## config.mk

```make
export PLATFORM = sky130hd
export DESIGN_NAME = json_like_lexer_unit
export DESIGN_NICKNAME = d
export VERILOG_FILES = /design/src/hdl/jll_pkg.sv /design/src/hdl/json_like_lexer_unit.sv /design/src/hdl/jll_front.sv /design/src/hdl/jll_queue.sv /design/src/hdl/jll_back.sv
export SDC_FILE = /design/constraint.sdc
export NUM_CORES = 1
export LEC_CHECK = 0
export BUFFER_PORTS_ARGS = -buffer_cell sky130_fd_sc_hd__buf_2
export CAP_MARGIN = 20
export CORE_UTILIZATION = 50
export DETAILED_ROUTE_END_ITERATION = 6
export PLACE_DENSITY = 0.71
export SETUP_SLACK_MARGIN = 0.5
export SYNTH_ARGS = -nofsm -noshare
export SYNTH_HDL_FRONTEND = slang
export SYNTH_SLANG_ARGS = --single-unit
```

## constraint.sdc

```tcl
create_clock -name clk -period 5 [get_ports clk]
set_input_delay 1 -clock clk [delete_from_list [all_inputs] [get_ports clk]]
set_output_delay 1 -clock clk [all_outputs]
set_load 0.005 [all_outputs]
```

## src/hdl/jll_pkg.sv

```systemverilog
// Shared types and constants of the lexer: result layout, queue entry, codes.
`default_nettype none

package jll_pkg;

    // Token kinds
    localparam logic [2:0] KIND_SYMBOL = 3'd0;
    localparam logic [2:0] KIND_STRING = 3'd1;
    localparam logic [2:0] KIND_NUMBER = 3'd2;
    localparam logic [2:0] KIND_IDENT  = 3'd3;
    localparam logic [2:0] KIND_END    = 3'd4;

    // Error codes
    localparam logic [1:0] ERR_NONE       = 2'd0;
    localparam logic [1:0] ERR_UNTERM_STR = 2'd1;
    localparam logic [1:0] ERR_UNEXPECTED = 2'd2;

    // Characters with special meaning
    localparam logic [7:0] CH_HASH       = 8'h23;
    localparam logic [7:0] CH_UNDERSCORE = 8'h5F;
    localparam logic [7:0] CH_BACKSLASH  = 8'h5C;
    localparam logic [7:0] CH_NEWLINE    = 8'h0A;

    // Queue between the classifier and the result sequencer
    localparam int QUEUE_DEPTH = 4;
    localparam int QPTR_BITS   = 2;
    localparam int QCNT_BITS   = 3;

    typedef struct packed {
        logic [2:0]  kind;
        logic [7:0]  text;
        logic        byte_valid;
        logic        first;
        logic        last;
        logic [15:0] line;
        logic [15:0] col;
        logic [1:0]  err;
    } res_t;

    // An entry holds the one or two results of one accepted byte
    typedef struct packed {
        res_t r0;
        res_t r1;
        logic two;
    } entry_t;

    // Queue head as seen by the back end
    typedef struct packed {
        logic   empty;
        entry_t head;
    } qhead_t;

endpackage

`default_nettype wire

```

## src/hdl/json_like_lexer_unit.sv

```systemverilog
// Top level of the streaming lexer for a relaxed JSON format.
// Each accepted byte's results pass through the queue to the single output register.
// Throughput: one byte per cycle while the queue has room; a byte with two results
// holds the output for both, and the four-entry queue absorbs such bursts before
// input stalls. Output rate is one result per cycle while out_stall is low.
// Reset: mode idle, line and column 1, queue empty, no result valid.
`default_nettype none

module json_like_lexer_unit #(
    parameter int POS_BITS = 16
) (
    input  wire logic        clk,
    input  wire logic        rst_n,
    // Input channel
    input  wire logic        in_valid,
    output logic             in_stall,
    input  wire logic [7:0]  in_byte,
    input  wire logic        doc_end,
    // Output channel
    output logic             out_valid,
    input  wire logic        out_stall,
    output logic [2:0]       token_kind,
    output logic [7:0]       text_byte,
    output logic             byte_valid,
    output logic             token_first,
    output logic             token_last,
    output logic [15:0]      start_line,
    output logic [15:0]      start_col,
    output logic [1:0]       error_code,
    output logic             run_last
);

    logic            accept;
    logic            push;
    logic            pop;
    logic            full;
    jll_pkg::entry_t entry;
    jll_pkg::qhead_t qhead;
    jll_pkg::res_t   res;

    // Hold input only when the queue has no room; a byte that yields
    // nothing still needs a free slot, which keeps the stall simple.
    assign in_stall = full;
    assign accept   = in_valid && !in_stall;

    // Front end: mode, position tracking and result formation per byte
    jll_front #(
        .POS_BITS (POS_BITS)
    ) u_front (
        .clk     (clk),
        .rst_n   (rst_n),
        .accept  (accept),
        .in_byte (in_byte),
        .doc_end (doc_end),
        .entry   (entry),
        .push    (push)
    );

    // Decouple the two sides so output stalls do not freeze lexing at once
    jll_queue u_queue (
        .clk      (clk),
        .rst_n    (rst_n),
        .push     (push),
        .wr_entry (entry),
        .pop      (pop),
        .qhead    (qhead),
        .full     (full)
    );

    // Back end: advance through one or two results per entry
    jll_back u_back (
        .clk       (clk),
        .rst_n     (rst_n),
        .qhead     (qhead),
        .pop       (pop),
        .out_stall (out_stall),
        .out_valid (out_valid),
        .res       (res),
        .run_last  (run_last)
    );

    assign token_kind  = res.kind;
    assign text_byte   = res.text;
    assign byte_valid  = res.byte_valid;
    assign token_first = res.first;
    assign token_last  = res.last;
    assign start_line  = res.line;
    assign start_col   = res.col;
    assign error_code  = res.err;

endmodule

`default_nettype wire

```

## src/hdl/jll_front.sv

```systemverilog
// Lexer front end: tracks mode and position and builds the results of each byte.
`default_nettype none

module jll_front #(
    parameter int POS_BITS = 16
) (
    input  wire logic                clk,
    input  wire logic                rst_n,
    input  wire logic                accept,
    input  wire logic [7:0]          in_byte,
    input  wire logic                doc_end,
    output jll_pkg::entry_t          entry,
    output logic                     push
);

    typedef enum logic [2:0] {
        M_IDLE, M_SLASH, M_COMMENT, M_STRING, M_ESC, M_NUMBER, M_IDENT, M_ERROR
    } mode_t;

    localparam int EXT_W = (POS_BITS > 16) ? POS_BITS : 16;
    localparam logic [POS_BITS-1:0] POS_ONE = POS_BITS'(1);

    localparam logic [7:0] CH_SPACE  = 8'h20;
    localparam logic [7:0] CH_TAB    = 8'h09;
    localparam logic [7:0] CH_CR     = 8'h0D;
    localparam logic [7:0] CH_SLASH  = 8'h2F;
    localparam logic [7:0] CH_QUOTE  = 8'h22;
    localparam logic [7:0] CH_MINUS  = 8'h2D;
    localparam logic [7:0] CH_PLUS   = 8'h2B;
    localparam logic [7:0] CH_DOT    = 8'h2E;
    localparam logic [7:0] CH_LBRACE = 8'h7B;
    localparam logic [7:0] CH_RBRACE = 8'h7D;
    localparam logic [7:0] CH_LBRACK = 8'h5B;
    localparam logic [7:0] CH_RBRACK = 8'h5D;
    localparam logic [7:0] CH_COLON  = 8'h3A;
    localparam logic [7:0] CH_COMMA  = 8'h2C;

    mode_t               mode_reg, mode_next;
    logic [POS_BITS-1:0] cur_line_reg, cur_line_next;
    logic [POS_BITS-1:0] cur_col_reg, cur_col_next;
    logic [POS_BITS-1:0] tok_line_reg, tok_line_next;
    logic [POS_BITS-1:0] tok_col_reg, tok_col_next;

    logic [15:0] cl16, cc16, tl16, tc16;
    logic        is_digit, is_alpha, num_cont, ident_cont, is_ws, is_sym;

    jll_pkg::res_t res_a, res_b, idle_res;
    logic          use_a, use_b, idle_use, idle_tok;
    mode_t         idle_mode;

    function automatic logic [15:0] clamp16(input logic [POS_BITS-1:0] v);
        logic [EXT_W-1:0] e;
        e = EXT_W'(v);
        if (e > EXT_W'(16'hFFFF))
            return 16'hFFFF;
        return e[15:0];
    endfunction

    function automatic logic [POS_BITS-1:0] sat_inc(input logic [POS_BITS-1:0] v);
        return (v == '1) ? v : v + POS_ONE;
    endfunction

    function automatic jll_pkg::res_t mk(
        input logic [2:0] kind, input logic [7:0] text, input logic bv,
        input logic first, input logic last, input logic [15:0] line,
        input logic [15:0] col, input logic [1:0] err);
        jll_pkg::res_t r;
        r.kind       = kind;
        r.text       = text;
        r.byte_valid = bv;
        r.first      = first;
        r.last       = last;
        r.line       = line;
        r.col        = col;
        r.err        = err;
        return r;
    endfunction

    assign cl16 = clamp16(cur_line_reg);
    assign cc16 = clamp16(cur_col_reg);
    assign tl16 = clamp16(tok_line_reg);
    assign tc16 = clamp16(tok_col_reg);

    assign is_digit   = (in_byte >= 8'h30) && (in_byte <= 8'h39);
    assign is_alpha   = ((in_byte >= 8'h61) && (in_byte <= 8'h7A)) ||
                        ((in_byte >= 8'h41) && (in_byte <= 8'h5A));
    assign num_cont   = is_digit || in_byte == CH_DOT || in_byte == CH_MINUS ||
                        in_byte == CH_PLUS;
    assign ident_cont = is_alpha || is_digit || in_byte == jll_pkg::CH_UNDERSCORE ||
                        in_byte == CH_MINUS;
    assign is_ws      = in_byte == CH_SPACE || in_byte == CH_TAB || in_byte == CH_CR ||
                        in_byte == jll_pkg::CH_NEWLINE;
    assign is_sym     = in_byte == CH_LBRACE || in_byte == CH_RBRACE ||
                        in_byte == CH_LBRACK || in_byte == CH_RBRACK ||
                        in_byte == CH_COLON || in_byte == CH_COMMA;

    // Classify a byte seen in idle mode
    always_comb
    begin
        idle_use  = 1'b0;
        idle_res  = '0;
        idle_mode = M_IDLE;
        idle_tok  = 1'b0;
        if (is_ws)
        begin
            idle_mode = M_IDLE;
        end
        else if (in_byte == CH_SLASH)
        begin
            idle_mode = M_SLASH;
            idle_tok  = 1'b1;
        end
        else if (in_byte == jll_pkg::CH_HASH)
        begin
            idle_mode = M_COMMENT;
        end
        else if (is_sym)
        begin
            idle_use = 1'b1;
            idle_res = mk(jll_pkg::KIND_SYMBOL, in_byte, 1'b1, 1'b1, 1'b1, cl16, cc16,
                          jll_pkg::ERR_NONE);
        end
        else if (in_byte == CH_QUOTE)
        begin
            idle_use  = 1'b1;
            idle_tok  = 1'b1;
            idle_mode = M_STRING;
            idle_res  = mk(jll_pkg::KIND_STRING, 8'h00, 1'b0, 1'b1, 1'b0, cl16, cc16,
                           jll_pkg::ERR_NONE);
        end
        else if (is_digit || in_byte == CH_MINUS || in_byte == CH_PLUS)
        begin
            idle_use  = 1'b1;
            idle_tok  = 1'b1;
            idle_mode = M_NUMBER;
            idle_res  = mk(jll_pkg::KIND_NUMBER, in_byte, 1'b1, 1'b1, 1'b0, cl16, cc16,
                           jll_pkg::ERR_NONE);
        end
        else if (is_alpha)
        begin
            idle_use  = 1'b1;
            idle_tok  = 1'b1;
            idle_mode = M_IDENT;
            idle_res  = mk(jll_pkg::KIND_IDENT, in_byte, 1'b1, 1'b1, 1'b0, cl16, cc16,
                           jll_pkg::ERR_NONE);
        end
        else
        begin
            idle_use  = 1'b1;
            idle_mode = M_ERROR;
            idle_res  = mk(jll_pkg::KIND_SYMBOL, in_byte, 1'b1, 1'b1, 1'b1, cl16, cc16,
                           jll_pkg::ERR_UNEXPECTED);
        end
    end

    always_comb
    begin
        logic       run_idle;
        logic [1:0] end_err;
        run_idle      = 1'b0;
        end_err       = jll_pkg::ERR_NONE;
        res_a         = '0;
        res_b         = '0;
        use_a         = 1'b0;
        use_b         = 1'b0;
        mode_next     = mode_reg;
        cur_line_next = cur_line_reg;
        cur_col_next  = cur_col_reg;
        tok_line_next = tok_line_reg;
        tok_col_next  = tok_col_reg;

        if (doc_end)
        begin
            unique case (mode_reg)
                M_NUMBER:
                begin
                    use_a = 1'b1;
                    res_a = mk(jll_pkg::KIND_NUMBER, 8'h00, 1'b0, 1'b0, 1'b1, tl16, tc16,
                               jll_pkg::ERR_NONE);
                end
                M_IDENT:
                begin
                    use_a = 1'b1;
                    res_a = mk(jll_pkg::KIND_IDENT, 8'h00, 1'b0, 1'b0, 1'b1, tl16, tc16,
                               jll_pkg::ERR_NONE);
                end
                M_STRING, M_ESC:
                begin
                    end_err = jll_pkg::ERR_UNTERM_STR;
                    use_a   = 1'b1;
                    res_a   = mk(jll_pkg::KIND_STRING, 8'h00, 1'b0, 1'b0, 1'b1, tl16, tc16,
                                 jll_pkg::ERR_UNTERM_STR);
                end
                M_SLASH:
                begin
                    end_err = jll_pkg::ERR_UNEXPECTED;
                    use_a   = 1'b1;
                    res_a   = mk(jll_pkg::KIND_SYMBOL, CH_SLASH, 1'b1, 1'b1, 1'b1, tl16,
                                 tc16, jll_pkg::ERR_UNEXPECTED);
                end
                M_ERROR:
                begin
                    end_err = jll_pkg::ERR_UNEXPECTED;
                end
                default:
                begin
                    end_err = jll_pkg::ERR_NONE;
                end
            endcase
            use_b         = 1'b1;
            res_b         = mk(jll_pkg::KIND_END, 8'h00, 1'b0, 1'b1, 1'b1, cl16, cc16,
                               end_err);
            mode_next     = M_IDLE;
            cur_line_next = POS_ONE;
            cur_col_next  = POS_ONE;
            tok_line_next = POS_ONE;
            tok_col_next  = POS_ONE;
        end
        else
        begin
            unique case (mode_reg)
                M_ERROR:
                begin
                    mode_next = M_ERROR;
                end
                M_COMMENT:
                begin
                    if (in_byte == jll_pkg::CH_NEWLINE)
                        mode_next = M_IDLE;
                end
                M_SLASH:
                begin
                    if (in_byte == CH_SLASH)
                    begin
                        mode_next = M_COMMENT;
                    end
                    else
                    begin
                        use_a     = 1'b1;
                        res_a     = mk(jll_pkg::KIND_SYMBOL, CH_SLASH, 1'b1, 1'b1, 1'b1,
                                       tl16, tc16, jll_pkg::ERR_UNEXPECTED);
                        mode_next = M_ERROR;
                    end
                end
                M_STRING:
                begin
                    if (in_byte == CH_QUOTE)
                    begin
                        use_a     = 1'b1;
                        res_a     = mk(jll_pkg::KIND_STRING, 8'h00, 1'b0, 1'b0, 1'b1,
                                       tl16, tc16, jll_pkg::ERR_NONE);
                        mode_next = M_IDLE;
                    end
                    else if (in_byte == jll_pkg::CH_BACKSLASH)
                    begin
                        mode_next = M_ESC;
                    end
                    else
                    begin
                        use_a = 1'b1;
                        res_a = mk(jll_pkg::KIND_STRING, in_byte, 1'b1, 1'b0, 1'b0,
                                   tl16, tc16, jll_pkg::ERR_NONE);
                    end
                end
                M_ESC:
                begin
                    use_a     = 1'b1;
                    res_a     = mk(jll_pkg::KIND_STRING, in_byte, 1'b1, 1'b0, 1'b0,
                                   tl16, tc16, jll_pkg::ERR_NONE);
                    mode_next = M_STRING;
                end
                M_NUMBER:
                begin
                    use_a = 1'b1;
                    if (num_cont)
                    begin
                        res_a = mk(jll_pkg::KIND_NUMBER, in_byte, 1'b1, 1'b0, 1'b0,
                                   tl16, tc16, jll_pkg::ERR_NONE);
                    end
                    else
                    begin
                        res_a    = mk(jll_pkg::KIND_NUMBER, 8'h00, 1'b0, 1'b0, 1'b1,
                                      tl16, tc16, jll_pkg::ERR_NONE);
                        run_idle = 1'b1;
                    end
                end
                M_IDENT:
                begin
                    use_a = 1'b1;
                    if (ident_cont)
                    begin
                        res_a = mk(jll_pkg::KIND_IDENT, in_byte, 1'b1, 1'b0, 1'b0,
                                   tl16, tc16, jll_pkg::ERR_NONE);
                    end
                    else
                    begin
                        res_a    = mk(jll_pkg::KIND_IDENT, 8'h00, 1'b0, 1'b0, 1'b1,
                                      tl16, tc16, jll_pkg::ERR_NONE);
                        run_idle = 1'b1;
                    end
                end
                default:
                begin
                    run_idle = 1'b1;
                end
            endcase

            if (run_idle)
            begin
                use_b     = idle_use;
                res_b     = idle_res;
                mode_next = idle_mode;
                if (idle_tok)
                begin
                    tok_line_next = cur_line_reg;
                    tok_col_next  = cur_col_reg;
                end
            end

            // Advance position unless an error is in force
            if (mode_reg != M_ERROR)
            begin
                if (in_byte == jll_pkg::CH_NEWLINE && mode_reg != M_STRING &&
                    mode_reg != M_ESC)
                begin
                    cur_line_next = sat_inc(cur_line_reg);
                    cur_col_next  = POS_ONE;
                end
                else
                begin
                    cur_col_next = sat_inc(cur_col_reg);
                end
            end
        end
    end

    assign entry.r0  = use_a ? res_a : res_b;
    assign entry.r1  = res_b;
    assign entry.two = use_a & use_b;
    assign push      = accept & (use_a | use_b);

    always_ff @(posedge clk or negedge rst_n)
    begin
        if (!rst_n)
        begin
            mode_reg     <= M_IDLE;
            cur_line_reg <= POS_ONE;
            cur_col_reg  <= POS_ONE;
            tok_line_reg <= POS_ONE;
            tok_col_reg  <= POS_ONE;
        end
        else if (accept)
        begin
            mode_reg     <= mode_next;
            cur_line_reg <= cur_line_next;
            cur_col_reg  <= cur_col_next;
            tok_line_reg <= tok_line_next;
            tok_col_reg  <= tok_col_next;
        end
    end

endmodule

`default_nettype wire

```

## src/hdl/jll_queue.sv

```systemverilog
// Short queue of result entries between the front end and the result sequencer.
`default_nettype none

module jll_queue (
    input  wire logic                clk,
    input  wire logic                rst_n,
    input  wire logic                push,
    input  wire jll_pkg::entry_t     wr_entry,
    input  wire logic                pop,
    output jll_pkg::qhead_t          qhead,
    output logic                     full
);

    jll_pkg::entry_t                  mem [jll_pkg::QUEUE_DEPTH];
    logic [jll_pkg::QPTR_BITS-1:0]    wr_ptr_reg, wr_ptr_next;
    logic [jll_pkg::QPTR_BITS-1:0]    rd_ptr_reg, rd_ptr_next;
    logic [jll_pkg::QCNT_BITS-1:0]    count_reg, count_next;

    assign full         = (count_reg == jll_pkg::QCNT_BITS'(jll_pkg::QUEUE_DEPTH));
    assign qhead.empty  = (count_reg == '0);
    assign qhead.head   = mem[rd_ptr_reg];

    always_comb
    begin
        wr_ptr_next = push ? wr_ptr_reg + 1'b1 : wr_ptr_reg;
        rd_ptr_next = pop ? rd_ptr_reg + 1'b1 : rd_ptr_reg;
        count_next  = count_reg;
        if (push && !pop)
            count_next = count_reg + 1'b1;
        else if (pop && !push)
            count_next = count_reg - 1'b1;
    end

    always_ff @(posedge clk)
    begin
        if (push)
            mem[wr_ptr_reg] <= wr_entry;
    end

    always_ff @(posedge clk or negedge rst_n)
    begin
        if (!rst_n)
        begin
            wr_ptr_reg <= '0;
            rd_ptr_reg <= '0;
            count_reg  <= '0;
        end
        else
        begin
            wr_ptr_reg <= wr_ptr_next;
            rd_ptr_reg <= rd_ptr_next;
            count_reg  <= count_next;
        end
    end

    a_no_overflow: assert property (@(posedge clk) disable iff (!rst_n)
        !(push && full))
        else $error("queue written while full");

    a_no_underflow: assert property (@(posedge clk) disable iff (!rst_n)
        !(pop && qhead.empty))
        else $error("queue read while empty");

    a_count_bound: assert property (@(posedge clk) disable iff (!rst_n)
        count_reg <= jll_pkg::QCNT_BITS'(jll_pkg::QUEUE_DEPTH))
        else $error("queue count out of range");

endmodule

`default_nettype wire

```

## src/hdl/jll_back.sv

```systemverilog
// Result sequencer: walks each queued entry and drives the output register.
`default_nettype none

module jll_back (
    input  wire logic                clk,
    input  wire logic                rst_n,
    input  wire jll_pkg::qhead_t     qhead,
    output logic                     pop,
    input  wire logic                out_stall,
    output logic                     out_valid,
    output jll_pkg::res_t            res,
    output logic                     run_last
);

    logic          idx_reg, idx_next;
    logic          out_valid_reg, out_valid_next;
    jll_pkg::res_t res_reg;
    logic          run_last_reg;
    logic          load_ok, emit, entry_done;
    jll_pkg::res_t sel;

    assign load_ok    = !out_valid_reg || !out_stall;
    assign emit       = load_ok && !qhead.empty;
    assign sel        = idx_reg ? qhead.head.r1 : qhead.head.r0;
    assign entry_done = idx_reg || !qhead.head.two;
    assign pop        = emit && entry_done;

    always_comb
    begin
        idx_next       = idx_reg;
        out_valid_next = out_valid_reg;
        if (load_ok)
            out_valid_next = emit;
        if (emit)
            idx_next = !entry_done;
    end

    always_ff @(posedge clk or negedge rst_n)
    begin
        if (!rst_n)
        begin
            idx_reg       <= 1'b0;
            out_valid_reg <= 1'b0;
        end
        else
        begin
            idx_reg       <= idx_next;
            out_valid_reg <= out_valid_next;
        end
    end

    always_ff @(posedge clk)
    begin
        if (emit)
        begin
            res_reg      <= sel;
            run_last_reg <= entry_done;
        end
    end

    assign out_valid = out_valid_reg;
    assign res       = res_reg;
    assign run_last  = run_last_reg;

    a_second_slot: assert property (@(posedge clk) disable iff (!rst_n)
        idx_reg |-> (!qhead.empty && qhead.head.two))
        else $error("second result pending without a two-result entry");

    a_pair_order: assert property (@(posedge clk) disable iff (!rst_n)
        (emit && !entry_done) |=> idx_reg)
        else $error("second result of an entry skipped");

endmodule

`default_nettype wire

```

* Word-level counts from Yosys, hierarchy flattened
Memory sizes are Yosys's and may differ from the RTL's.
Index checks and enable logic that the tools add are counted.
** Storage, ports and cells
- Bits in registers :: 125
- Latch bits :: 0
- Memory bits (writable) :: 388
- ROM bits :: 0
- Input bits :: 13
- Output and inout bits :: 51
- Word-level logic and storage cells :: 213
- Memories :: 1
** Operators by class
- Add/subtract/negate cells :: 6
- Multiply operators :: 0
- Divide/modulo/power cells :: 0
- Magnitude comparators :: 10
- Equal/unequal tests :: 35
- Shifts and indexed selects :: 0
- Multiplexer cells :: 86
- Bitwise operators :: 3
- Reduce and logical (&&, ||, !) cells :: 53
** Memory list
- u_queue.mem :: words 4, width 97, rd ports 1, clocked after memory_dff 0, write ports 1, RTL line jll_queue.sv:14 : jll_pkg::entry_t mem [jll_pkg::QUEUE_DEPTH];
** Operator list (count)
- $mux W48 :: 12
- $mux W16 :: 22
- $pmux W48 S5 :: 1
- $pmux W47 S4 :: 1
- $mux W45 :: 2
- $eq A8 B6 Y1 const B :: 9
- $gt A16 B16 Y1 const B :: 4
- $eq A8 B7 Y1 const B :: 6
- $mux W47 :: 1
- $mux W46 :: 1
- $mux W43 :: 1
- $mux W3 :: 14
- $add A16 B1 Y16 const B :: 2
- $eq A16 B16 Y1 const B :: 2
- $mux W1 :: 27
- $eq A8 B4 Y1 const B :: 3
- $logic_or A1 B1 Y1 :: 19
- $ge A8 B7 Y1 const B :: 2
- $le A8 B7 Y1 const B :: 2
- $eq A3 B3 Y1 const B :: 5
- $pmux W3 S5 :: 1
- $logic_and A1 B1 Y1 :: 10
- $reduce_bool A2 Y1 :: 5
- $reduce_or A5 Y1 :: 2
- 23 further kinds :: 39

* Depth between registers and ports, before layout
Gate-level depths: netlist of the first run.
- Depth after elaboration :: 17
- Depth in mapped cells :: 14
- Gate-level depth less buffers :: 12

* Modules after synthesis
Synthesis of the first run repeated with hierarchy kept, for this count alone.
** Second synthesis, totals
- Cells, all modules :: 1263
- Area, all modules :: 21610.7 µm²
** Modules (own cells, without submodules)
- jll_queue :: times used 1, cells each 541, area an instance 14362.5 µm², sequential area each 11826.3 µm²
- jll_front :: times used 1, cells each 609, area an instance 4878.4 µm², sequential area each 1681.6 µm²
- jll_back :: times used 1, cells each 112, area an instance 2356.0 µm², sequential area each 1521.5 µm²
- json_like_lexer_unit :: times used 1, cells each 1, area an instance 13.8 µm², sequential area each 0.0 µm²

* Worst setup path before layout of the first run
No wires, ideal clock.
- Path kind :: input port to flip-flop
- Start point :: input port in_byte[0]
- End point :: memory u_queue.mem[2][0] (netlist bit) (enable)
- Setup time :: 0.467 ns
- Data arrival time :: 4.581 ns
- Required time :: 4.533 ns
- Setup slack :: -0.048 ns
- Cell stages on the path :: 8
- Path buffers :: 1
- Cell sequence :: clkbuf_1 -> nand2b_1 -> nor4_4 -> a21o_1 -> nor2_1 -> a21boi_4 -> nor2_2 -> and2_1
** On the way
- Longest elaborated chain between the ends :: 15
- Elaborated cells between the ends (all ways) :: 49
- Those cells by class :: order compare (6); eq/ne (12); mux (16); bitwise (2); reduce/logical (13)
** Ends and longest elaborated chain
- from (decl) :: RTL line json_like_lexer_unit.sv:17 : input wire logic [7:0] in_byte,
- $ge A8 B7 Y1, or another cell as far along :: RTL line jll_front.sv:85 : assign is_alpha = ((in_byte >= 8'h61) && (in_byte <= 8'h7A)) ||
- $logic_and A1 B1 Y1 (on tied branches) :: RTL line jll_front.sv:85, jll_front.sv:86
- $logic_or A1 B1 Y1 :: RTL line jll_front.sv:85
- $logic_or A1 B1 Y1 (3 in series) :: RTL line jll_front.sv:89 : assign ident_cont = is_alpha || is_digit || in_byte == jll_pkg::CH_UNDERSCORE ||
- $mux W1 :: RTL line jll_front.sv:290 : if (ident_cont)
- $pmux W1 S3 :: RTL line jll_front.sv:221 : unique case (mode_reg)
- $mux W1 :: RTL line jll_front.sv:172 : if (doc_end)
- $mux W1 :: RTL line jll_front.sv:308 : if (run_idle)
- $mux W1 :: RTL line jll_front.sv:172
- $or A1 B1 Y1 (*) :: RTL line jll_front.sv:340 : assign push = accept & (use_a | use_b);
- $and A1 B1 Y1 (*) :: RTL line jll_front.sv:340
- net push :: RTL line json_like_lexer_unit.sv:34 : logic push;
- $mux W1 (*) :: RTL line jll_queue.sv:36 : if (push)
- $mux W1 (implied by the code) (*) :: RTL line jll_queue.sv:37 : mem[wr_ptr_reg] <= wr_entry;
- to (decl) :: RTL line jll_queue.sv:14
The timed path passes the listed nets; every way through them passes the cells marked *. The select of a mux whose other input is x is not followed.

* Final worst setup path of the first run
- Start point :: register u_front.mode_reg[0]
- End point :: memory u_queue.mem[0][72] (netlist bit) (enable)
** On the way
- Longest elaborated chain between the ends :: 10
- Elaborated cells between the ends (all ways) :: 21
- Those cells by class :: eq/ne (7); mux (9); bitwise (2); reduce/logical (3)
** Ends and longest elaborated chain
- from (decl) :: RTL line jll_front.sv:38 : mode_t mode_reg, mode_next;
- from (signal assigned) :: RTL line jll_front.sv:354 : mode_reg <= mode_next;
- $eq A3 B3 Y1, or another cell as far along :: RTL line jll_front.sv:221
- $reduce_or A5 Y1 (no source line)
- $pmux W1 S3 :: RTL line jll_front.sv:221
- $mux W1 :: RTL line jll_front.sv:172
- $mux W1 :: RTL line jll_front.sv:308
- $mux W1 :: RTL line jll_front.sv:172
- $or A1 B1 Y1 (*) :: RTL line jll_front.sv:340
- $and A1 B1 Y1 (*) :: RTL line jll_front.sv:340
- net push :: RTL line json_like_lexer_unit.sv:34
- $mux W1 (*) :: RTL line jll_queue.sv:36
- $mux W1 (implied by the code) (*) :: RTL line jll_queue.sv:37
Marks and branches as above.

==> run_results.csv, run 1 <==
group,metric,value,unit
run_status,status,"finished, final reports clean",
synthesis,syn-cell-area,0.0212,sq mm
worst_setup_path,ff2ff_path_depth,8,
grt,grt_pass1_vias,11900,
grt,track_usage,0.214,
synthesis,ys.warnings.count,0,
power,combPwrFrac,0.292,
worst_setup_path,cp-endpoint,"u_queue.mem[0][72]",
synthesis,avgSynthCellArea,16.7,sq um
clocking,clock-sinks,513,
placed_design,gp_congestion,0.861,
worst_setup_path,crit_path_start_kind,"flip-flop",
grt,grt-ovfl-total,0,
sta,finalHoldViolCount,0,
power,total_leakage_power,0.00826,uW
route,first_pass_iters,5,
floorplan,rows,75,
cells_and_area,fill_cells,3195,
clocking,clockRootBuffer,"clkbuf_16",
grt,antenna_found_initial,0,
sta,grt_setup_unrepaired,"false",
power,p_seq_frac,0.457,
synthesis,async_flop_share,0.148,
clocking,tritoncts,"yes",
run,maxCapViolCount,0,
power,p_sw_frac,0.309,
floorplan,die_height,208,um
power,power_frac_clock,0.251,
clocking,worst_skew_pair.late_latency,0.59,ns
floorplan,start_util,0.506,
floorplan,ios,64,
synthesis,synth_cell_types,77,
placed_design,hpwl,25400,um
clocking,cts.reportedPaths.clkPinSlew,0.06,ns
cells_and_area,drive_gt1_frac,0.244,
worst_setup_path,endpoint_kind,"flip-flop",
sta,setup_violations,0,
floorplan,die_area,0.0433,sq mm
clocking,postCtsResizedCells,0,
floorplan,coreArea,0.0419,sq mm
route,drt_iter0_drc,1021,
synthesis,synth-edff-count,437,
power,totalPowerFinal,14300,uW
sta,tns,0,ns
route,drtAntennaViolNets,0,
cells_and_area,antenna_cells,0,
cells_and_area,stdcell_count,1919,
cells_and_area,largest_reg_flops,388,
hold_path,worst_hold_path_type,"in2async",
sta,worstMarginPinSlew,1.12,ns
sta,setup_slack,1.23,ns
worst_setup_path,arrival,4.03,ns
route,finalWirelength,45000,um
cells_and_area,area_growth_syn_to_layout,12.0,%
sta,finalMaxSlewViolations,0,
synthesis,synth_area_leaders,"edfxtp_1, mux4_2, dfrtp_1",
synthesis,ys_ff_latch,513,
grt,grt_max_degree,71,
clocking,holdBufCountCts,0,
cells_and_area,fin_nets,1360,
power,ir_drop,0.470,mV
worst_setup_path,reg2reg_from,"u_front.mode_reg[0]",
sta,slew_headroom,0.256,
worst_setup_path,r2r_end,"u_queue.mem[0][72]",
sta,fin_worst_skew,0.0161,ns
power,power_density,600,mW/mm^2
floorplan,die_x,208,um
synthesis,synth.largest_area_cell,"edfxtp_1",
sta,fin_crit_sh,0.754,
placed_design,dp_cells,1825,
placed_design,io_buffers,63,
clocking,numCtsBuffers,51,
worst_setup_path,critPathRequiredTime,5.26,ns
worst_setup_path,criticalPathCategory,"reg2reg",
sta,fin_hold_ws,0.485,ns
synthesis,synthFlopType,"edfxtp_1",
worst_setup_path,r2r_setup_slack,1.23,ns
clocking,clock_path_buffers,3,
route,post_drt_wl_per_cell,23.4,um
synthesis,syn_inst,1269,
power,net-switching-power,4410,uW
route,vias,11600,
placed_design,place_ws,0.697,ns
sta,timing.final.crit_period,3.77,ns
route,vias_per_cell,6.03,
clocking,h-tree-depth,2,
power,p_int,9880,uW
route,drc,0,
clocking,post_cts_buffers,0,
grt,grt_pass1_wl,69900,um
worst_setup_path,critical_path.startpoint,"u_front.mode_reg[0]",
synthesis,yosysSeqAreaShare,0.708,
synthesis,synth_nets,1290,
synthesis,synth_top_area_frac,0.618,
worst_setup_path,path_max_fanout,56,
sta,fmax,0.265,GHz
[how the worst min path moves through the flow]
stage                     cells after the start                      to                    from  slack (ns)
after floorplan                               1    u_queue.count_reg[2]    u_queue.count_reg[2]        0.46
after global placement                        2  u_front.tok_col_reg[0]  u_front.tok_col_reg[0]        0.47
after detailed placement                      2  u_front.tok_col_reg[0]  u_front.tok_col_reg[0]        0.48
after CTS                                     2  u_front.tok_col_reg[0]  u_front.tok_col_reg[0]        0.48
after global routing                          2  u_front.tok_col_reg[0]  u_front.tok_col_reg[0]        0.51
final                                         1        u_back.out_valid                   rst_n        0.49
[power by group through the flow]
stage / Combinational, uW / Sequential (uW) / Clock (uW)
after floorplan: 2900 / 6400 / 0
after global placement: 4150 / 6560 / 0
after detailed placement: 4200 / 6620 / 0
after CTS: 4230 / 6540 / 3660
after global routing: 4500 / 6630 / 3820
final: 4170 / 6520 / 3590
[placed cells by master, fill, tap and decap left out, types with 5 or more instances in the layout]
cell type | Yosys | routed
buf_12 | 0 | 5
edfxtp_1 | 437 | 437
clkinv_2 | 0 | 8
clkbuf_1 | 42 | 19
nor4_1 | 8 | 8
xor2_1 | 9 | 9
a21oi_1 | 58 | 57
or3_1 | 9 | 9
buf_2 | 16 | 62
nor2_1 | 53 | 53
and3_1 | 7 | 7
nand2b_1 | 9 | 9
mux2_2 | 53 | 53
xnor2_1 | 16 | 16
clkinv_1 | 0 | 6
inv_1 | 22 | 22
and2_1 | 19 | 15
clkbuf_8 | 0 | 7
dfrtp_1 | 72 | 69
a22o_1 | 32 | 32
nand2_1 | 110 | 110
o21ai_0 | 25 | 25
nand3_1 | 18 | 18
nand4_1 | 7 | 7
nor2b_1 | 33 | 33
buf_4 | 0 | 22
clkbuf_16 | 0 | 51
ha_1 | 7 | 7
mux4_2 | 97 | 97
nor3_1 | 15 | 15
[layer usage]
layer  global-route usage  routed length, um  up-vias
met1                0.291              19000     6049
met2                0.353              22100      359
met4               0.0626               1060        0
met3               0.0424               2870       80
met5                    0                  0        -
li1                     -                  -     5080
[synth_stat cells, drive strengths merged, types with 9 or more instances]
| library cell | count |
|---|---|
| nor2 | 54 |
| inv | 22 |
| nand3 | 18 |
| mux4 | 97 |
| nor4 | 9 |
| nand2 | 111 |
| mux2 | 54 |
| dfrtp | 72 |
| or3 | 10 |
| and2 | 19 |
| a21oi | 60 |
| nand2b | 9 |
| buf | 30 |
| edfxtp | 437 |
| xnor2 | 16 |
| xor2 | 9 |
| a22o | 32 |
| clkbuf | 42 |
| o21ai | 26 |
| nor2b | 33 |
| nor3 | 16 |
[through the flow]
| step | area, sq um | utilization |
|---|---|---|
| finish | 23800 | 0.567 |
| CTS | 23800 | 0.567 |
| detailed placement | 22200 | 0.530 |
| floorplan | 21300 | - |
| global route | 23800 | 0.567 |
| global placement | 22200 | 0.530 |
[cell type report]
class / instances / area (sq um) / area share
flip-flops and latches: 513 / 15000 / 0.632
multi-input cells: 662 / 5870 / 0.247
clock buffers: 77 / 1440 / 0.0607
well taps: 539 / 674 / 0.0283
repair buffers: 89 / 576 / 0.0242
clock inverters: 17 / 110 / 0.00463
inverters: 22 / 82.6 / 0.00347
[cells by family after synthesis]
kind of cell    after synthesis  share of synthesized area
compound gates              159                     0.0507
xor+xnor                     25                     0.0103
fa+ha+maj                     8                    0.00507
buf+inv                      94                     0.0179
flops                       513                      0.708
mux                         152                      0.132
simple gates                318                     0.0766
[critical path, stage by stage, from the launching register on]
cell	delay [ns]
dfrtp_1	0.79
nand2_1	0.15
a311oi_1	0.28
o21a_1	0.20
a211o_1	0.39
a21boi_4	0.10
nor2_2	0.28
and2_4	0.81
buf_12	0.37
No activity file was read; power rests on OpenSTA's default activity.
==> inputs of run 2 (changes only) <==
Settings changed: PLACE_DENSITY 0.71 to 0.74.
Clock period 5 ns to 3.4 ns, I/O delays scaled along.
==> run_results.csv, run 2 (synthesis gave the netlist of run 1 again) <==
group,metric,value,unit
run_status,status,"finished, final reports clean",
placed_design,gp_congestion,0.883,
cells_and_area,final-seq-area,0.0150,sq mm
sta,fin_hold_ws,0.115,ns
clocking,clock-sinks,513,
power,totalPowerFinal,21200,uW
route,vias,11600,
grt,grt_pass1_vias,12100,
clocking,cts.reportedPaths.clkPinSlew,0.06,ns
sta,fin_crit_sh,0.810,
power,ir_drop,0.623,mV
cells_and_area,fin_nets,1383,
sta,finalHoldViolCount,0,
route,post_drt_wl_per_cell,22.3,um
route,drtAntennaViolNets,0,
cells_and_area,multi_input_area,0.00594,sq mm
cells_and_area,fill_cells,3089,
floorplan,ios,64,
clocking,clockRootBuffer,"clkbuf_16",
worst_setup_path,crit_path_start_kind,"primary input",
worst_setup_path,critical_path.startpoint,"in_byte[7]",
sta,fmax,0.363,GHz
cells_and_area,stdcell_area,0.0242,sq mm
sta,slew_headroom,0.408,
worst_setup_path,reg2reg_from,"u_front.mode_reg[1]",
floorplan,die_height,208,um
sta,fin_worst_skew,0.00904,ns
sta,worstMarginPinSlew,0.888,ns
worst_setup_path,endpoint_kind,"flip-flop",
placed_design,placed_area,0.0226,sq mm
sta,tns,0,ns
sta,timing.final.crit_period,2.75,ns
clocking,tritoncts,"yes",
grt,grt-ovfl-total,0,
sta,grt_setup_unrepaired,"false",
floorplan,start_util,0.506,
grt,grt_pass1_wl,68300,um
power,total_leakage_power,0.00843,uW
placed_design,hpwl,24800,um
floorplan,die_area,0.0433,sq mm
route,finalWirelength,43300,um
cells_and_area,area_growth_syn_to_layout,13.9,%
floorplan,rows,75,
route,drt_iter0_drc,856,
clocking,h-tree-depth,2,
sta,finalMaxSlewViolations,0,
clocking,numCtsBuffers,51,
clocking,worst_skew_pair.late_latency,0.59,ns
power,power_density,876,mW/mm^2
route,vias_per_cell,5.98,
grt,grt_max_degree,99,
cells_and_area,final_common_cell,"edfxtp_1",
worst_setup_path,path_max_fanout,7,
cells_and_area,antenna_cells,0,
grt,track_usage,0.206,
clocking,clock_path_buffers,3,
floorplan,coreArea,0.0419,sq mm
worst_setup_path,arrival,3.23,ns
cells_and_area,largest_reg_flops,388,
clocking,holdBufCountCts,0,
route,drc,0,
hold_path,worst_hold_path_type,"in2async",
run,maxCapViolCount,0,
grt,antenna_found_initial,0,
cells_and_area,mostFrequentLayoutCells,"edfxtp_1, nand2_1, mux4_2, dfrtp_1, buf_2",
route,first_pass_iters,5,
cells_and_area,drive_gt1_frac,0.266,
cells_and_area,utilization,0.577,
worst_setup_path,critPathRequiredTime,3.87,ns
placed_design,io_buffers,63,
worst_setup_path,criticalPathCategory,"in2reg",
sta,setup_violations,0,
floorplan,die_x,208,um
[run 2: cell count changes in the layout (fill, tap and decap cells not counted), sizes merged]
cell / change
clkbuf: -5
bufinv: +1
buf: +23
clkinvlp: +1
inv: +1
[run 2: repair_timing]
action                                  CTS  global route
gates resized for setup                   0             5
hold endpoints to repair                  0             0
endpoints found under the setup margin    0             6
buffers inserted                          0             1
[run 2: path summary, 6_finish.rpt]
kind	endpoint	slack [ns]	cells past startpoint
hold reg to reg	u_front.tok_col_reg[0]	0.49	2
setup reg to reg	u_queue.count_reg[2]	0.74	12
max in group asynchronous	u_front.cur_line_reg[0]	2.58	2
setup / recovery	u_queue.count_reg[1]	0.65	11
min in group clk	u_back.out_valid	0.34	3
hold / removal	u_back.out_valid	0.12	1
[run 2: final cells by class]
class | instances | area share
Inverter | 22 | 0.00341
Tap cell | 539 | 0.0279
Multi-Input combinational cell | 662 | 0.245
Sequential cell | 513 | 0.622
Clock buffer | 72 | 0.0594
Clock inverter | 20 | 0.00631
Timing Repair Buffer | 112 | 0.0356
[run 2: worst max-delay path, cell delays in order]
cell,delay (ns)
buf_2,0.13
or3b_4,0.43
a221o_1,0.30
o211a_1,0.16
a211o_1,0.31
a21boi_4,0.22
nor2_4,0.10
ha_4,0.20
inv_2,0.05
fa_1,0.38
mux2_2,0.27
[run 2: where the power goes]
part	switching (uW)	internal [uW]
Combinational	3650	2780
Clock	2260	3080
Sequential	462	8930
Total	6380	14800
[run 2: stage by stage]
stage	std cells	worst slack, ns
2_1_floorplan	1269	0.236
3_3_place_gp	1847	0.107
3_5_place_dp	1847	0.0429
4_1_cts	1939	0.577
5_1_grt	1940	0.520
6_report	1940	0.645
[run 2: layer usage]
layer | track usage | vias up | routed length, um
li1 | - | 5132 | -
met1 | 0.276 | 6044 | 18200
met2 | 0.345 | 361 | 21500
met3 | 0.0352 | 66 | 2610
met4 | 0.0697 | 0 | 971
met5 | 0 | - | 0
==> inputs of run 3 (changes only) <==
Settings changed: PLACE_DENSITY 0.74 to 0.71.
Clock period 3.4 ns to 2.7 ns, I/O delays scaled along.
==> run_results.csv, run 3 (synthesis gave the netlist of run 1 again) <==
group,metric,value,unit
route,drc,0,
worst_setup_path,crit_path_start_kind,"primary input",
clocking,clock_path_buffers,3,
sta,worstMarginPinSlew,0.963,ns
placed_design,gp_congestion,0.862,
worst_setup_path,cp_common_cell,"buf_6",
sta,grt_setup_unrepaired,"true",
cells_and_area,largest_reg_flops,388,
sta,finalMaxSlewViolations,0,
worst_setup_path,arrival,2.83,ns
worst_setup_path,r2r_end,"u_queue.mem[3][42]",
placed_design,io_buffers,63,
clocking,cts.reportedPaths.clkPinSlew,0.06,ns
route,maxUsedRoutingLayer,"met4",
worst_setup_path,critPathRequiredTime,3.06,ns
placed_design,placed_area,0.0232,sq mm
run_status,status,"finished, final reports clean",
route,wl_met2,27600,um
route,drt_iter0_drc,1076,
sta,slew_headroom,0.358,
worst_setup_path,reg2reg_from,"u_front.mode_reg[1]",
grt,grt_pass1_vias,12600,
worst_setup_path,slowest_delay,0.39,ns
floorplan,coreArea,0.0419,sq mm
clocking,numCtsBuffers,51,
floorplan,rows,75,
worst_setup_path,criticalPathCategory,"in2reg",
worst_setup_path,path_max_fanout,7,
sta,timing.final.crit_period,2.47,ns
worst_setup_path,r2r_setup_slack,0.24,ns
clocking,clock-sinks,513,
floorplan,start_util,0.506,
placed_design,hpwl,26100,um
hold_path,hp-start,"out_stall",
sta,finalHoldViolCount,0,
grt,grt_max_degree,98,
route,wl_met3,3730,um
sta,fmax,0.405,GHz
grt,grt_pass1_wl,74500,um
power,total_leakage_power,0.00985,uW
worst_setup_path,ff2ff_path_depth,11,
cells_and_area,stdcell_area,0.0275,sq mm
route,post_drt_wl_per_cell,25.8,um
worst_setup_path,endpoint_kind,"flip-flop",
cells_and_area,mostFrequentLayoutCells,"edfxtp_1, buf_4, nand2_1, mux4_2, clkbuf_16",
hold_path,holdPathStages,3,
worst_setup_path,critical-path-slowest-cell,"or3b_4",
power,power_density,1120,mW/mm^2
sta,setup_violations,0,
cells_and_area,fill_cells,2728,
route,wl_met1,22000,um
sta,fin_hold_ws,0.188,ns
floorplan,die_x,208,um
power,totalPowerFinal,30800,uW
worst_setup_path,crit_chain,"buf_6 > or3b_4 > a221o_1 > o211a_1 > a211o_1 > a21boi_4 > nor2_4 > buf_6 > buf_6 > and2_4 > buf_12 > clkbuf_16",
clocking,h-tree-depth,2,
sta,fin_worst_skew,0.0129,ns
cells_and_area,utilization,0.656,
clocking,worst_skew_pair.late_latency,0.61,ns
route,first_pass_iters,5,
cells_and_area,fin_nets,1562,
run,maxCapViolCount,0,
sta,fin_crit_sh,0.914,
hold_path,min_to,"u_back.out_valid",
grt,grt-ovfl-total,0,
cells_and_area,antenna_cells,0,
floorplan,die_area,0.0433,sq mm
worst_setup_path,cp_num_buf_inv,5,
floorplan,die_height,208,um
grt,track_usage,0.229,
cells_and_area,drive_gt1_frac,0.422,
route,vias,12900,
route,finalWirelength,54700,um
worst_setup_path,cpLargestDelayFamily,"compound AO/OA/AOI/OAI gates",
power,ir_drop,0.794,mV
clocking,tritoncts,"yes",
cells_and_area,area_growth_syn_to_layout,29.6,%
cells_and_area,final_common_cell,"edfxtp_1",
route,vias_per_cell,6.09,
floorplan,ios,64,
clocking,clockRootBuffer,"clkbuf_16",
route,drtAntennaViolNets,0,
hold_path,worst_hold_path_type,"in2reg",
grt,antenna_found_initial,0,
==> run 3: cell count changes in the layout (fill, tap and decap cells not counted), sizes merged <==
cell	delta
buf	+153
bufbuf	+1
bufinv	+3
clkbuf	+18
clkinvlp	+5
dlygate4sd3	+1
inv	+1
or4	+1
==> run 3: worst max-delay path by stage <==
| stage | to | from | slack, ns | depth (start not counted) |
|---|---|---|---|---|
| 4_1_cts | u_queue.count_reg[2] | u_front.mode_reg[1] | 0.30 | 11 |
| 3_5_place_dp | u_queue.count_reg[1] | in_byte[7] | -0.38 | 11 |
| 5_1_grt | u_queue.mem[3][52] | u_front.mode_reg[1] | 0.16 | 10 |
| 3_3_place_gp | u_queue.count_reg[1] | in_byte[7] | -0.35 | 11 |
| 6_report | u_queue.mem[3][42] | in_byte[6] | 0.23 | 12 |
| 2_1_floorplan | u_queue.count_reg[1] | in_byte[7] | -0.32 | 11 |
==> run 3: layer usage <==
| layer | track usage | vias to the layer above |
|---|---|---|
| met2 | 0.383 | 558 |
| met3 | 0.0397 | 109 |
| met5 | 0 | - |
| met4 | 0.0646 | 0 |
| li1 | - | 5513 |
| met1 | 0.309 | 6753 |
==> run 3: cell type report <==
cell class	instances	area, sq um	area share
clock buffer	67	1410	0.0512
tap	539	674	0.0245
multi-input combinational	663	6680	0.243
clock inverter	29	304	0.0110
timing repair buffer	290	3330	0.121
inverter	22	90.1	0.00327
sequential	513	15000	0.547
==> run 3: power breakdown <==
part	internal (uW)	leakage (uW)	switching, uW
logic	5700	0.00393	5960
registers	11200	0.00510	634
clock network	4180	0.000823	3090
==> run 3: tightest hold or removal path, cell delays in order <==
cell and delay, ns:
buf_2 0.12, nand2_1 0.05, nand2_1 0.05
==> run 3: timing repair <==
action | 4_1_cts | 5_1_grt
gates resized for setup | 77 | 186
pin swaps | 36 | 53
endpoints found under the hold margin | 21 | 0
endpoints found under the setup margin | 713 | 812
setup buffers | 25 | 36
cloned | 7 | 36
hold buffers | 1 | 0
==> run 3: stage by stage <==
step           std cells  setup slack, ns  TNS, ns
2_1_floorplan       1269           -0.324   -58.45
3_3_place_gp        1922           -0.346  -145.81
3_5_place_dp        1922           -0.375  -165.07
4_1_cts             2051            0.303        0
5_1_grt             2123            0.165        0
6_report            2123            0.232        0
